File: src/hdl/polygon_mass_properties_unit_assert.svh
// Assertion macros shared by the polygon mass properties RTL.
`ifndef POLYGON_MASS_PROPERTIES_UNIT_ASSERT_SVH
`define POLYGON_MASS_PROPERTIES_UNIT_ASSERT_SVH
`ifndef SYNTHESIS
`define PMP_ASSERT(lbl, cond) \
    lbl: assert property (@(posedge clk) disable iff (!rst_n) (cond)) \
        else $error("pmp check failed");
`define PMP_ASSERT_IMPL(lbl, ante, cons) \
    lbl: assert property (@(posedge clk) disable iff (!rst_n) (ante) |-> (cons)) \
        else $error("pmp check failed");
`else
`define PMP_ASSERT(lbl, cond)
`define PMP_ASSERT_IMPL(lbl, ante, cons)
`endif
`endif

File: src/hdl/pmp_pkg.sv
// Shared types and constants for the polygon mass properties unit.
`timescale 1ns / 1ps
package pmp_pkg;

    localparam int COORD_W      = 16;
    localparam int MAX_VERTICES = 64;
    localparam int CNT_W        = $clog2(MAX_VERTICES + 1);
    localparam int QUEUE_DEPTH  = 2;
    localparam int DIV_STEPS    = 80;

    typedef struct packed {
        logic signed [COORD_W-1:0] vertex_x;
        logic signed [COORD_W-1:0] vertex_y;
        logic        [15:0]        body_mass;
        logic                      last_vertex;
    } pmp_in_t;

    typedef struct packed {
        logic signed [36:0] area;
        logic signed [15:0] centroid_x;
        logic signed [15:0] centroid_y;
        logic        [47:0] inertia;
        logic               zero_area;
        logic               vertex_overflow;
        logic               inertia_saturated;
    } pmp_out_t;

    typedef struct packed {
        logic signed [COORD_W-1:0] ax;
        logic signed [COORD_W-1:0] ay;
        logic signed [COORD_W-1:0] bx;
        logic signed [COORD_W-1:0] by;
    } pmp_edge_t;

    // One queued job: an optional vertex edge and an optional closing edge, plus closing information.
    typedef struct packed {
        logic        e1_valid;
        pmp_edge_t   e1;
        logic        close;
        logic        e2_valid;
        pmp_edge_t   e2;
        logic [15:0] mass;
        logic        overflow;
    } pmp_job_t;

endpackage

File: src/hdl/pmp_queue.sv
// Short job queue between the front end and the arithmetic back end.
`timescale 1ns / 1ps
`include "polygon_mass_properties_unit_assert.svh"
module pmp_queue (
    input  logic              clk,
    input  logic              rst_n,
    input  logic              push_valid,
    output logic              push_ready,
    input  pmp_pkg::pmp_job_t push_job,
    output logic              pop_valid,
    input  logic              pop_ready,
    output pmp_pkg::pmp_job_t pop_job
);
    import pmp_pkg::*;

    localparam int PTR_W = $clog2(QUEUE_DEPTH);
    localparam int CNT_QW = $clog2(QUEUE_DEPTH + 1);

    pmp_job_t            mem [QUEUE_DEPTH];
    logic [PTR_W-1:0]    wr_ptr_reg, rd_ptr_reg;
    logic [CNT_QW-1:0]   count_reg;
    logic                do_push, do_pop;

    assign push_ready = count_reg != CNT_QW'(QUEUE_DEPTH);
    assign pop_valid  = count_reg != '0;
    assign pop_job    = mem[rd_ptr_reg];
    assign do_push    = push_valid && push_ready;
    assign do_pop     = pop_valid && pop_ready;

    always_ff @(posedge clk)
    begin
        if (do_push)
        begin
            mem[wr_ptr_reg] <= push_job;
        end
    end

    always_ff @(posedge clk or negedge rst_n)
    begin
        if (!rst_n)
        begin
            wr_ptr_reg <= '0;
            rd_ptr_reg <= '0;
            count_reg  <= '0;
        end
        else
        begin
            if (do_push)
            begin
                wr_ptr_reg <= (wr_ptr_reg == PTR_W'(QUEUE_DEPTH - 1)) ? '0
                                                                      : wr_ptr_reg + PTR_W'(1);
            end
            if (do_pop)
            begin
                rd_ptr_reg <= (rd_ptr_reg == PTR_W'(QUEUE_DEPTH - 1)) ? '0
                                                                      : rd_ptr_reg + PTR_W'(1);
            end
            unique case ({do_push, do_pop})
                2'b10:   count_reg <= count_reg + CNT_QW'(1);
                2'b01:   count_reg <= count_reg - CNT_QW'(1);
                default: count_reg <= count_reg;
            endcase
        end
    end

    `PMP_ASSERT(a_queue_bound, count_reg <= CNT_QW'(QUEUE_DEPTH))

endmodule

File: config.mk
export PLATFORM = sky130hd
export DESIGN_NAME = pmp_queue
export DESIGN_NICKNAME = d
export VERILOG_FILES = /design/src/hdl/pmp_pkg.sv /design/src/hdl/pmp_queue.sv
export VERILOG_INCLUDE_DIRS = /design/src /design/src/hdl
export SDC_FILE = /design/constraint.sdc
export NUM_CORES = 1
export LEC_CHECK = 0
export ABC_AREA = 0
export BUFFER_PORTS_ARGS = -buffer_cell sky130_fd_sc_hd__buf_2
export CORE_MARGIN = 2
export CORE_UTILIZATION = 25
export DETAILED_ROUTE_END_ITERATION = 16
export PLACE_DENSITY_LB_ADDON = 0.12
export SYNTH_ARGS = -nofsm -noshare
export SYNTH_HDL_FRONTEND = slang
export SYNTH_SLANG_ARGS = --single-unit
File: constraint.sdc
create_clock -name clk -period 10.7 [get_ports clk]
set_clock_uncertainty 0.1 [all_clocks]
set_input_delay 1.07 -clock clk [delete_from_list [all_inputs] [get_ports clk]]
set_output_delay 1.07 -clock clk [all_outputs]
set_load 0.01 [all_outputs]
### Word level (Yosys, flattened, before mapping)

Memories as Yosys holds them, arrays and structs flattened.
Cells that the tools add are included.

| word-level totals | value |
|---|---|
| logic and storage cells | 20 |
| register bits after elaboration | 4 |
| output and inout port bits | 150 |
| input port bits | 152 |
| memory bits (writable) | 296 |
| memories | 1 |

Memories:

| memory | words | width | rd ports | clocked after Yosys merged registers in | write ports | line | source |
|---|---|---|---|---|---|---|---|
| mem | 2 | 148 | 1 | 0 | 1 | pmp_queue.sv:19 | `pmp_job_t mem [QUEUE_DEPTH];` |

| operators by class | value |
|---|---|
| multiplexer cells | 5 |
| reduce and logical (&&, ||, !) cells | 4 |
| eq/ne operators | 3 |
| add/sub/neg operators | 4 |

Operators by type and width:

| operator | count |
|---|---|
| 1-bit two-way mux | 4 |
| 2-bit case mux with 2 select lines | 1 |
| 2-bit nonzero test | 2 |
| 1-bit adder (second input constant) | 2 |
| 2-bit by 1-bit adder with 2-bit output (second input constant) | 1 |
| 2-bit by 1-bit equality test with 1-bit output (second input constant) | 1 |
| 2-bit equality test (second input constant) | 1 |
| 1-bit logical AND | 2 |
| 2-bit != test (second input constant) | 1 |
| 2-bit by 1-bit subtractor with 2-bit output (second input constant) | 1 |

### Depth between registers and ports, before layout

| logic depth | value |
|---|---|
| depth in word-level cells | 4 |
| gate-level depth with buffers | 6 |
| gate-level depth less buffers | 6 |

### Worst setup path after synthesis

Ideal clock, no wire load.

| timing path | value |
|---|---|
| path kind | input to register |
| from | input port push_valid |
| to | memory mem[0][0] in the netlist's numbering (enable) |
| setup slack | 2632 ps |
| buffers on the path | 0 |
| stages | 2 |
| arrival time | 7311 ps |
| required time | 9943 ps |
| library setup time | 657 ps |
| path through | nand2_1 > nor2_1 |

| on the way | value |
|---|---|
| cells in the longest elaborated chain, start to end | 3 |

RTL lines:

| element | line | source |
|---|---|---|
| from (decl) | pmp_queue.sv:7 | `input logic push_valid,` |
| 1-bit logical AND | pmp_queue.sv:27 | `assign do_push = push_valid && push_ready;` |
| 1-bit two-way mux | pmp_queue.sv:32 | `if (do_push)` |
| 1-bit two-way mux (not written as such) | pmp_queue.sv:34 | `mem[wr_ptr_reg] <= push_job;` |
| to (decl) | pmp_queue.sv:19 |  |

No other way between the ends.

==> results.cfg <==
[critical_path]
crit_start_category = register
crit-reg2reg-launch = count_reg[0]
cp_max_fo = 43
worstSetupEndpointType = output port
crit_family = buffers and inverters
critPathRequiredTime_ns = 9.53
cell_repeated_most_along_the_worst_path = sky130_fd_sc_hd__buf_4
crit_buf_inv = 3
setup.reg_to_reg.worst_slack_ns = 7.95
critPathSlowestCell = sky130_fd_sc_hd__buf_4
worst_path_largest_cell_delay_ns = 0.74
worst_ep_arrival_time_ns = 3.25
crit-reg2reg-capture = mem[0][22]
worstPathCellList = buf_4, buf_4, mux2_4, buf_2
reg2regPathDepth = 4
critical_path_class = register to output port

[sta]
max_slew_margin_pct = 33.0
max_clock_freq_mhz = 226
hold_ws_ns = 0.243
setup_repair_after_global_routing_missed_its_margin = no
final_max_slew_violation_count = 0
tns_ns = 0
setup_violations = 0
timing_worst_slew_pin_value_ns = 1.00
report.final.hold_viol_count = 0
timing.final.crit_period_ns = 4.42
min_period_over_period_pct = 41.3

[run]
cap_viol_max_count = 0

[global_routing]
grt_first_pass_wirelength_microns = 36800
globalRouteTotalUtil_pct = 10.5
largest_net_degree_at_the_start_of_global_routing = 67
antenna_found_initial = 10
globalRoute.totalOverflow = 0
via_count_of_the_first_global_routing_pass = 5898

[final_layout]
layout-area-overhead-vs-synth_pct = 29.0
layout_common_cells = 301 x sky130_fd_sc_hd__buf_2, 296 x sky130_fd_sc_hd__edfxtp_1, 101 x sky130_fd_sc_hd__mux2_4
share_of_post_route_cells_with_drive_strength_above_1_pct = 61.2
ff_latch_area_sq_mm = 0.00899
fillerInstances = 4354
finish.net_count = 960
largest_reg_flops = 296
multi_input_area_sq_mm = 0.00215
finish.utilization_pct = 32.8
layout.cells.most_common = sky130_fd_sc_hd__buf_2

[clock_network]
h_tree_depth = 2
clock_sinks = 300
cts_max_path_buffers = 3
cts_tree = yes
hold_buffers = 0
cts_setup_buffers = 0
cts_root_buf = sky130_fd_sc_hd__clkbuf_16
clock_transition_at_the_registers_of_the_reported_paths_ns = 0.05
cts_resized = 0
cts-buffers-inserted = 36
worstSkewPairLatency_ns = 0.53

[drt]
route.detailed.drc = 0
met2WireLength_microns = 11800
router_iterations_before_antenna_repair = 4
wirelength_microns = 25300
route.vias.total = 5528
drtAntennaViolNets = 0
route.detailed.wl_per_inst_microns = 17.8
dr.first_iter.drc_count = 254
detailroute.wirelength.met3_microns = 2490
detail_route.vias_per_cell = 3.87
maxUsedRoutingLayer = met5
wirelength_met1_microns = 10300

[synth]
synth_seq_area_share_pct = 79.5
ys_seq_elements = 300
syn-num-nets = 631
syn_avg_cell_area_sq_um = 23.6
synth-warning-count = 0
postSynthCellCount = 478
syn-cell-area_sq_mm = 0.0113
yosysUniqueCellTypes = 15

[floorplanning]
floorplan.io_pins = 302
die_y_microns = 217
rows = 77
coreArea_sq_mm = 0.0444
die-area_sq_mm = 0.0469
floorplan.initialDensity_pct = 25.4
fp.dieW_microns = 217

[hold_path]
min-delay-path-class = primary input to async pin

[pwr]
finalPower_mw = 4.08
p_per_area_mw_per_mm2 = 280
ir_worst_vdd_mv = 0.140
leakage_nw = 5.62

[placement]
io_buffer_count = 301
final_weighted_congestion_of_routability_driven_global_placement = 0.680
hpwlAfterDp_microns = 16900

[status]
run_status = finished, final reports clean
==> metrics by stage <==
step	area, sq um	setup WS, ns	instances
after floorplan	11300	2.63	478
after global placement	13400	6.77	1361
after detailed placement	13400	6.74	1361
after CTS	14600	6.15	1424
after global routing	14600	6.07	1425
final	14600	6.28	1427
==> routing by layer <==
layer / global-route usage [%] / vias up
li1: - / 2572
met1: 12.5 / 2695
met2: 16.3 / 194
met3: 5.12 / 53
met4: 4.36 / 14
met5: 0 / -
==> power by group <==
part           internal [mW]  switching, mW  total [mW]
registers               1.61         0.0851        1.70
logic                  0.585          0.637        1.22
clock network          0.705          0.460        1.17
total                   2.90           1.18        4.08
==> cell usage after synthesis (all sizes together) <==
| cell | instances | share of area, % |
|---|---|---|
| xor2 | 2 | 0.16 |
| and3 | 1 | 0.055 |
| buf | 17 | 1.5 |
| ha | 1 | 0.11 |
| edfxtp | 296 | 79 |
| nand2 | 1 | 0.033 |
| and2 | 1 | 0.055 |
| nand2b | 1 | 0.055 |
| dfrtp | 4 | 0.89 |
| mux2 | 148 | 18 |
| xnor2 | 3 | 0.23 |
| nor2 | 2 | 0.066 |
| or2 | 1 | 0.055 |
==> worst max-delay path by stage <==
stage                    start      endpoint  slack [ns]  cells past startpoint
global placement    rd_ptr_reg   pop_job[35]        6.77                      4
global route        rd_ptr_reg  pop_job[100]        6.07                      4
CTS                 rd_ptr_reg  pop_job[106]        6.15                      4
detailed placement  rd_ptr_reg  pop_job[108]        6.74                      4
finish              rd_ptr_reg  pop_job[106]        6.28                      4
floorplan           push_valid     mem[0][0]        2.63                      2
==> layout make-up <==
cell class / count / area share, %
Antenna cell: 3 / 0.0515
Clock buffer: 45 / 6.56
Clock inverter: 18 / 1.15
Multi-Input combinational cell: 161 / 14.8
Sequential cell: 300 / 61.7
Tap cell: 592 / 5.08
Timing Repair Buffer: 308 / 10.7
==> worst register-to-register path, cell delays in order (launching register included) <==
cell                       delay, ns
sky130_fd_sc_hd__dfrtp_1        0.41
sky130_fd_sc_hd__nand2b_1       0.21
sky130_fd_sc_hd__nand2_1        0.18
sky130_fd_sc_hd__nor2_4         0.52
sky130_fd_sc_hd__buf_4          0.83
==> kinds of logic after synthesis <==
kind of cell,after synthesis,synth area share [%]
xor+xnor,5,0.388
buf+inv,17,1.53
fa+ha+maj,1,0.111
simple gates,7,0.321
mux,148,18.1
flops,300,79.5
Power figures use the tool's default switching activity.
