==> config.mk <==
export PLATFORM = sky130hd
export DESIGN_NAME = pmp_front
export DESIGN_NICKNAME = d
export VERILOG_FILES = /design/src/hdl/pmp_pkg.sv /design/src/hdl/pmp_front.sv
export VERILOG_INCLUDE_DIRS = /design/src /design/src/hdl
export SDC_FILE = /design/constraint.sdc
export NUM_CORES = 1
export LEC_CHECK = 0
export ABC_AREA = 1
export BUFFER_PORTS_ARGS = -buffer_cell sky130_fd_sc_hd__buf_2
export CORE_ASPECT_RATIO = 1.2
export CORE_MARGIN = 3
export CORE_UTILIZATION = 51
export DETAILED_ROUTE_END_ITERATION = 8
export PLACE_DENSITY = 0.89
export SLEW_MARGIN = 20
export SYNTH_ARGS = -nofsm -noshare
export SYNTH_HDL_FRONTEND = slang
export SYNTH_SLANG_ARGS = --single-unit
export TNS_END_PERCENT = 20
==> constraint.sdc <==
create_clock -name clk -period 2.25 [get_ports clk]
set_clock_uncertainty 0.05 [all_clocks]
set_input_delay 0.3375 -clock clk [delete_from_list [all_inputs] [get_ports clk]]
set_output_delay 0.3375 -clock clk [all_outputs]
set_load 0.1 [all_outputs]
==> src/hdl/polygon_mass_properties_unit_assert.svh <==
// Assertion macros shared by the polygon mass properties RTL.
`ifndef POLYGON_MASS_PROPERTIES_UNIT_ASSERT_SVH
`define POLYGON_MASS_PROPERTIES_UNIT_ASSERT_SVH
`ifndef SYNTHESIS
`define PMP_ASSERT(lbl, cond) \
    lbl: assert property (@(posedge clk) disable iff (!rst_n) (cond)) \
        else $error("pmp check failed");
`define PMP_ASSERT_IMPL(lbl, ante, cons) \
    lbl: assert property (@(posedge clk) disable iff (!rst_n) (ante) |-> (cons)) \
        else $error("pmp check failed");
`else
`define PMP_ASSERT(lbl, cond)
`define PMP_ASSERT_IMPL(lbl, ante, cons)
`endif
`endif

==> src/hdl/pmp_pkg.sv <==
// Shared types and constants for the polygon mass properties unit.
`timescale 1ns / 1ps
package pmp_pkg;

    localparam int COORD_W      = 16;
    localparam int MAX_VERTICES = 64;
    localparam int CNT_W        = $clog2(MAX_VERTICES + 1);
    localparam int QUEUE_DEPTH  = 2;
    localparam int DIV_STEPS    = 80;

    typedef struct packed {
        logic signed [COORD_W-1:0] vertex_x;
        logic signed [COORD_W-1:0] vertex_y;
        logic        [15:0]        body_mass;
        logic                      last_vertex;
    } pmp_in_t;

    typedef struct packed {
        logic signed [36:0] area;
        logic signed [15:0] centroid_x;
        logic signed [15:0] centroid_y;
        logic        [47:0] inertia;
        logic               zero_area;
        logic               vertex_overflow;
        logic               inertia_saturated;
    } pmp_out_t;

    typedef struct packed {
        logic signed [COORD_W-1:0] ax;
        logic signed [COORD_W-1:0] ay;
        logic signed [COORD_W-1:0] bx;
        logic signed [COORD_W-1:0] by;
    } pmp_edge_t;

    // One queued job: an optional vertex edge and an optional closing edge, plus closing information.
    typedef struct packed {
        logic        e1_valid;
        pmp_edge_t   e1;
        logic        close;
        logic        e2_valid;
        pmp_edge_t   e2;
        logic [15:0] mass;
        logic        overflow;
    } pmp_job_t;

endpackage

==> src/hdl/pmp_front.sv <==
// Front end: tracks first/previous vertex and turns vertices into edge jobs.
`timescale 1ns / 1ps
`include "polygon_mass_properties_unit_assert.svh"
module pmp_front (
    input  logic              clk,
    input  logic              rst_n,
    input  logic              vertex_valid,
    output logic              vertex_ready,
    input  pmp_pkg::pmp_in_t  vertex,
    output logic              push_valid,
    input  logic              push_ready,
    output pmp_pkg::pmp_job_t push_job
);
    import pmp_pkg::*;

    logic signed [COORD_W-1:0] first_x_reg, first_y_reg, prev_x_reg, prev_y_reg;
    logic [CNT_W-1:0]          count_reg;
    logic                      ovf_reg;

    logic                      take;
    logic                      is_first;
    logic signed [COORD_W-1:0] new_x, new_y, new_fx, new_fy;
    logic [CNT_W-1:0]          count_next;
    logic                      accept;

    always_comb
    begin
        take       = count_reg < CNT_W'(MAX_VERTICES);
        is_first   = count_reg == '0;
        new_x      = take ? vertex.vertex_x : prev_x_reg;
        new_y      = take ? vertex.vertex_y : prev_y_reg;
        new_fx     = (take && is_first) ? vertex.vertex_x : first_x_reg;
        new_fy     = (take && is_first) ? vertex.vertex_y : first_y_reg;
        count_next = take ? count_reg + CNT_W'(1) : count_reg;

        push_job.e1_valid = take && !is_first;
        push_job.e1.ax    = prev_x_reg;
        push_job.e1.ay    = prev_y_reg;
        push_job.e1.bx    = vertex.vertex_x;
        push_job.e1.by    = vertex.vertex_y;
        push_job.close    = vertex.last_vertex;
        push_job.e2_valid = vertex.last_vertex && (count_next != '0);
        push_job.e2.ax    = new_x;
        push_job.e2.ay    = new_y;
        push_job.e2.bx    = new_fx;
        push_job.e2.by    = new_fy;
        push_job.mass     = vertex.body_mass;
        push_job.overflow = ovf_reg | !take;
    end

    assign vertex_ready = push_ready;
    assign push_valid   = vertex_valid && (push_job.e1_valid || vertex.last_vertex);
    assign accept       = vertex_valid && vertex_ready;

    always_ff @(posedge clk or negedge rst_n)
    begin
        if (!rst_n)
        begin
            first_x_reg <= '0;
            first_y_reg <= '0;
            prev_x_reg  <= '0;
            prev_y_reg  <= '0;
            count_reg   <= '0;
            ovf_reg     <= 1'b0;
        end
        else if (accept)
        begin
            if (vertex.last_vertex)
            begin
                first_x_reg <= '0;
                first_y_reg <= '0;
                prev_x_reg  <= '0;
                prev_y_reg  <= '0;
                count_reg   <= '0;
                ovf_reg     <= 1'b0;
            end
            else
            begin
                first_x_reg <= new_fx;
                first_y_reg <= new_fy;
                prev_x_reg  <= new_x;
                prev_y_reg  <= new_y;
                count_reg   <= count_next;
                ovf_reg     <= ovf_reg | !take;
            end
        end
    end

    `PMP_ASSERT(a_count_bound, count_reg <= CNT_W'(MAX_VERTICES))
    `PMP_ASSERT_IMPL(a_first_no_ovf, count_reg == '0, !ovf_reg)

endmodule

==> After elaboration in Yosys (flattened, before gate mapping) <==
Cells that the tools add are included.
W data, S select, Z words.
{ "totals": {"reg_bits": 72, "input_bits": 53, "output_inout_bits": 150, "wordCells": 30} }
{ "classes": {"n_addsub": 1, "magnitude_cmp": 1, "mux": 11, "bitwise_logic": 1, "reduce_logical": 10} }
{ "ops": {"columns": ["op", "n"], "rows": [
  ["$mux W16", 8],
  ["$mux W7", 2],
  ["$add A7 B1 Y7 const B", 1],
  ["$logic_not A7 Y1", 1],
  ["$lt A7 B7 Y1 const B", 1],
  ["$reduce_bool A7 Y1", 1],
  ["$logic_and A1 B1 Y1", 5],
  ["$logic_not A1 Y1", 2],
  ["$logic_or A1 B1 Y1", 1],
  ["$mux W1", 1],
  ["$or A1 B1 Y1", 1]
]} }

==> Logic depth before layout (Yosys ltp) <==
{ "depth": {"depth_word": 5, "depth_mapped": 8, "mapped_depth_nobuf": 8} }

==> Worst setup path after synthesis <==
No wires, ideal clock.
{ "synth_timing": {"path_type": "reg2out", "startpoint": "register count_reg[0]", "endpoint": "output push_valid", "arrival_ns": 3.159, "required_time_ns": 1.862, "setup_slack_ns": -1.296, "path_stages_with_launch": 7, "n_path_buf": 1, "path_cell_list": "dfrtp_1 inv_1 ha_1 nand4_1 clkbuf_2 nand2_1 a21boi_0"} }
{ "synth_between": {"elab_chain_len": 5} }
{ "synth_lines": {"columns": ["element", "line_no", "rtl"], "rows": [
  ["from (decl)", "pmp_front.sv:17", "logic [CNT_W-1:0] count_reg;"],
  ["from (signal assigned)", "pmp_front.sv:83", "count_reg <= count_next;"],
  ["parallel branches: the longest is 2 deep, another holds $lt A7 B7 Y1", null, null],
  ["$logic_and A1 B1 Y1 (*)", "pmp_front.sv:36", "push_job.e1_valid = take && !is_first;"],
  ["$logic_or A1 B1 Y1 (*)", "pmp_front.sv:52", "assign push_valid = vertex_valid && (push_job.e1_valid || vertex.last_vertex);"],
  ["$logic_and A1 B1 Y1 (*)", "pmp_front.sv:52", null],
  ["to (decl)", "pmp_front.sv:10", "output logic push_valid,"]
]} }
Every way passes the cells marked *.

==> flow_summary.yaml <==
outcome:
  status: "finished, violations left"
  violations: "setup timing"
logic_synthesis:
  synth_simple_gate_area_share_pct: 24.4
  ys_ff_latch: 72
  synth_fp_nets: 627
  synth_common_cells: "211 x nand2_1, 74 x inv_1, 72 x dfrtp_1"
  ys_seq_area_share_pct: 42.6
  synth_top_family_by_area: "simple AND/OR/NAND/NOR gates"
  synth_compound_area_share_pct: 12.3
  yosysMostFrequentCell: "nand2_1"
  synthMuxAreaShare_pct: 0
  synth_cell_types: 24
  syn_inst: 572
  ys_async_sr_fraction_pct: 100
  synth_warnings: 0
  synth_top_flop_cell: "dfrtp_1"
  synth_top_area_share_pct: 42.6
  synth_edf_count: 0
  yosysTopAreaCell: "dfrtp_1"
  synth.area.top_cells: "dfrtp_1 43%, nand2_1 19%, buf_4 9.0%, inv_1 6.6%, o22ai_1 5.2%"
  synth.avg_cell_area_um2: 7.40
  synthAdderAreaFrac_pct: 0.591
  synthXorXnorAreaFrac_pct: 0.207
  synth_area_um2: 4230
setup_path:
  path_cells: "inv_2 -> ha_1 -> nand4_1 -> buf_6 -> buf_12 -> o21ai_2 -> inv_2 -> buf_12"
  cp_top_family: "buffers and inverters"
  critPathCaptureType: "output pin"
  critical_path.max_stage_delay_ns: 0.45
  crit_fanout: 10
  cp.arrival_ns: 1.90
  crit_type: "reg -> out"
  crit_slowest_cell: "dfrtp_2"
  worst-path-buf-inv: 5
  crit_required_ns: 1.86
  cp-start-kind: "flip-flop"
sta:
  rsz0062_at_grt: "true"
  holdWs_ns: 0.284
  max-slew-margin-rel_pct: 65.3
  fin_crit_sh_pct: 102
  finalSetupViolations: 16
  layout_setup_ws_ns: -0.0396
  slew_violations: 0
  worst_slew_pin_slew_ns: 0.524
  final_hold_viol_count: 0
  max_freq_mhz: 437
  fin_crit_ns: 2.29
placed_design:
  io_buffers: 170
  dp_hpwl_mm: 8.34
  gp_congestion: 0.811
pwr:
  irDropWorstVdd_v: 0.00112
  power_leakage_nw: 3.24
  power.total_mw: 8.76
  powerDensity_nw_per_um2: 1500
detailed_routing:
  antenna_left: 0
  wl_per_cell_um: 15.6
  drc_errors: 0
  num_vias: 4258
  via_per_inst: 5.38
  wirelength_mm: 12.4
  dr.pass1.iters: 5
  drtIter0Drc: 266
global_routing:
  grt_pass1_wl_mm: 18.6
  grt_overflow: 0
  antenna_found_initial: 0
  grt_use_total_pct: 24.7
  grt_pass1_vias: 3945
  grt_max_degree: 73
clock_tree:
  clk_latency_ns: 0.33
  cts_buffers: 9
  root_buffer: "clkbuf_8"
  cts_tree: "yes"
  cts.path.max_buffers: 2
  clkTransAtPathRegs_ns: 0.07
  h-tree-depth: 3
  cts_sinks: 72
cells_and_area:
  syn2layout_area_growth_pct: 38.0
  fin_nets: 751
  n_antenna_cell: 0
  final_layout_size_suffix_gt1_share_pct: 42.3
  fillerInstances: 537
  seqCellArea_um2: 1800
  multi_input_area_um2: 1720
floorplanning:
  core_area_um2: 7880
  die_x_um: 89.2
  initial_core_util_pct: 53.7
  pin_count: 203
  rows: 35
  die_area_um2: 9430
  die_h_um: 106
job:
  drv_cap: 0
hold_path:
  hp-class: "in -> reg"
routing by layer:
metal	vias to the layer above	track usage [%]	wire [um]
li1	1986	-	-
met1	2028	28.7	4520
met2	210	43.5	6570
met3	34	3.99	895
met4	0	10.9	377
met5	-	0	0
cells by family (layout without fill, tap and decap cells):
family / count (synthesis) / count (layout)
xor+xnor: 1 / 1
compound gates: 77 / 77
fa+ha+maj: 2 / 2
flops: 72 / 72
buf+inv: 159 / 286
simple gates: 261 / 261
cells in the final DEF, fill, tap and decap left out, types with 7 or more instances in the layout:
cell	instances
nor2_1	7
clkbuf_4	19
buf_4	11
o22ai_1	35
buf_2	115
dfrtp_1	70
inv_1	40
clkbuf_8	10
nand3_1	38
nand2_1	198
o21ai_2	28
buf_12	40
nand2_2	12
inv_2	37
path summary, 6_finish.rpt:
kind                           startpoint  depth (start not counted)  slack (ns)              end
setup / recovery             count_reg[1]                          8       -0.04     push_job[47]
hold / removal                 vertex[38]                          3        0.28   first_x_reg[5]
setup reg to reg             count_reg[1]                          8        0.56  first_x_reg[12]
hold reg to reg            prev_y_reg[10]                          2        0.45   prev_y_reg[10]
max in group asynchronous           rst_n                          3        1.31     count_reg[0]
min in group asynchronous           rst_n                          3        0.48    prev_y_reg[0]
stage by stage:
stage | instance area (um^2) | TNS [ns] | utilization, % | setup slack, ns | cells
2_1_floorplan | 4240 | -0.533 | - | -0.533 | 572
3_3_place_gp | 5300 | 0 | 67.3 | 0.294 | 764
3_5_place_dp | 5300 | 0 | 67.3 | 0.210 | 764
4_1_cts | 5540 | 0 | 70.2 | 0.0183 | 784
5_1_grt | 5840 | -2.65 | 74.1 | -0.113 | 791
6_report | 5840 | -0.203 | 74.1 | -0.0396 | 791
area by class of cell:
| cell class | instances | share of cell area [%] |
|---|---|---|
| clock inverters | 1 | 0.0857 |
| repair buffers | 194 | 29.9 |
| clock buffers | 13 | 2.55 |
| flip-flops and latches | 72 | 30.9 |
| inverters | 78 | 5.06 |
| well taps | 92 | 1.97 |
| multi-input cells | 341 | 29.5 |
report_power, final:
group	internal (mW)	switching, mW	total [mW]
Sequential	1.50	0.106	1.61
Combinational	1.90	4.40	6.31
Clock	0.418	0.429	0.848
Total	3.82	4.94	8.76
tightest hold or removal path: cells and delay by family:
kind            cells  cell delay (ns)
compound gates      2             0.17
buf+inv             1             0.10
repair_timing:
item | in CTS | in global routing
gates cloned | 1 | 4
setup endpoints to repair | 54 | 49
pin swaps | 1 | 2
hold buffers | 1 | 0
buffers inserted | 4 | 3
gates resized for setup | 10 | 86
hold endpoints to repair | 72 | 0
Note: power is estimated with default switching activity, not from simulation.
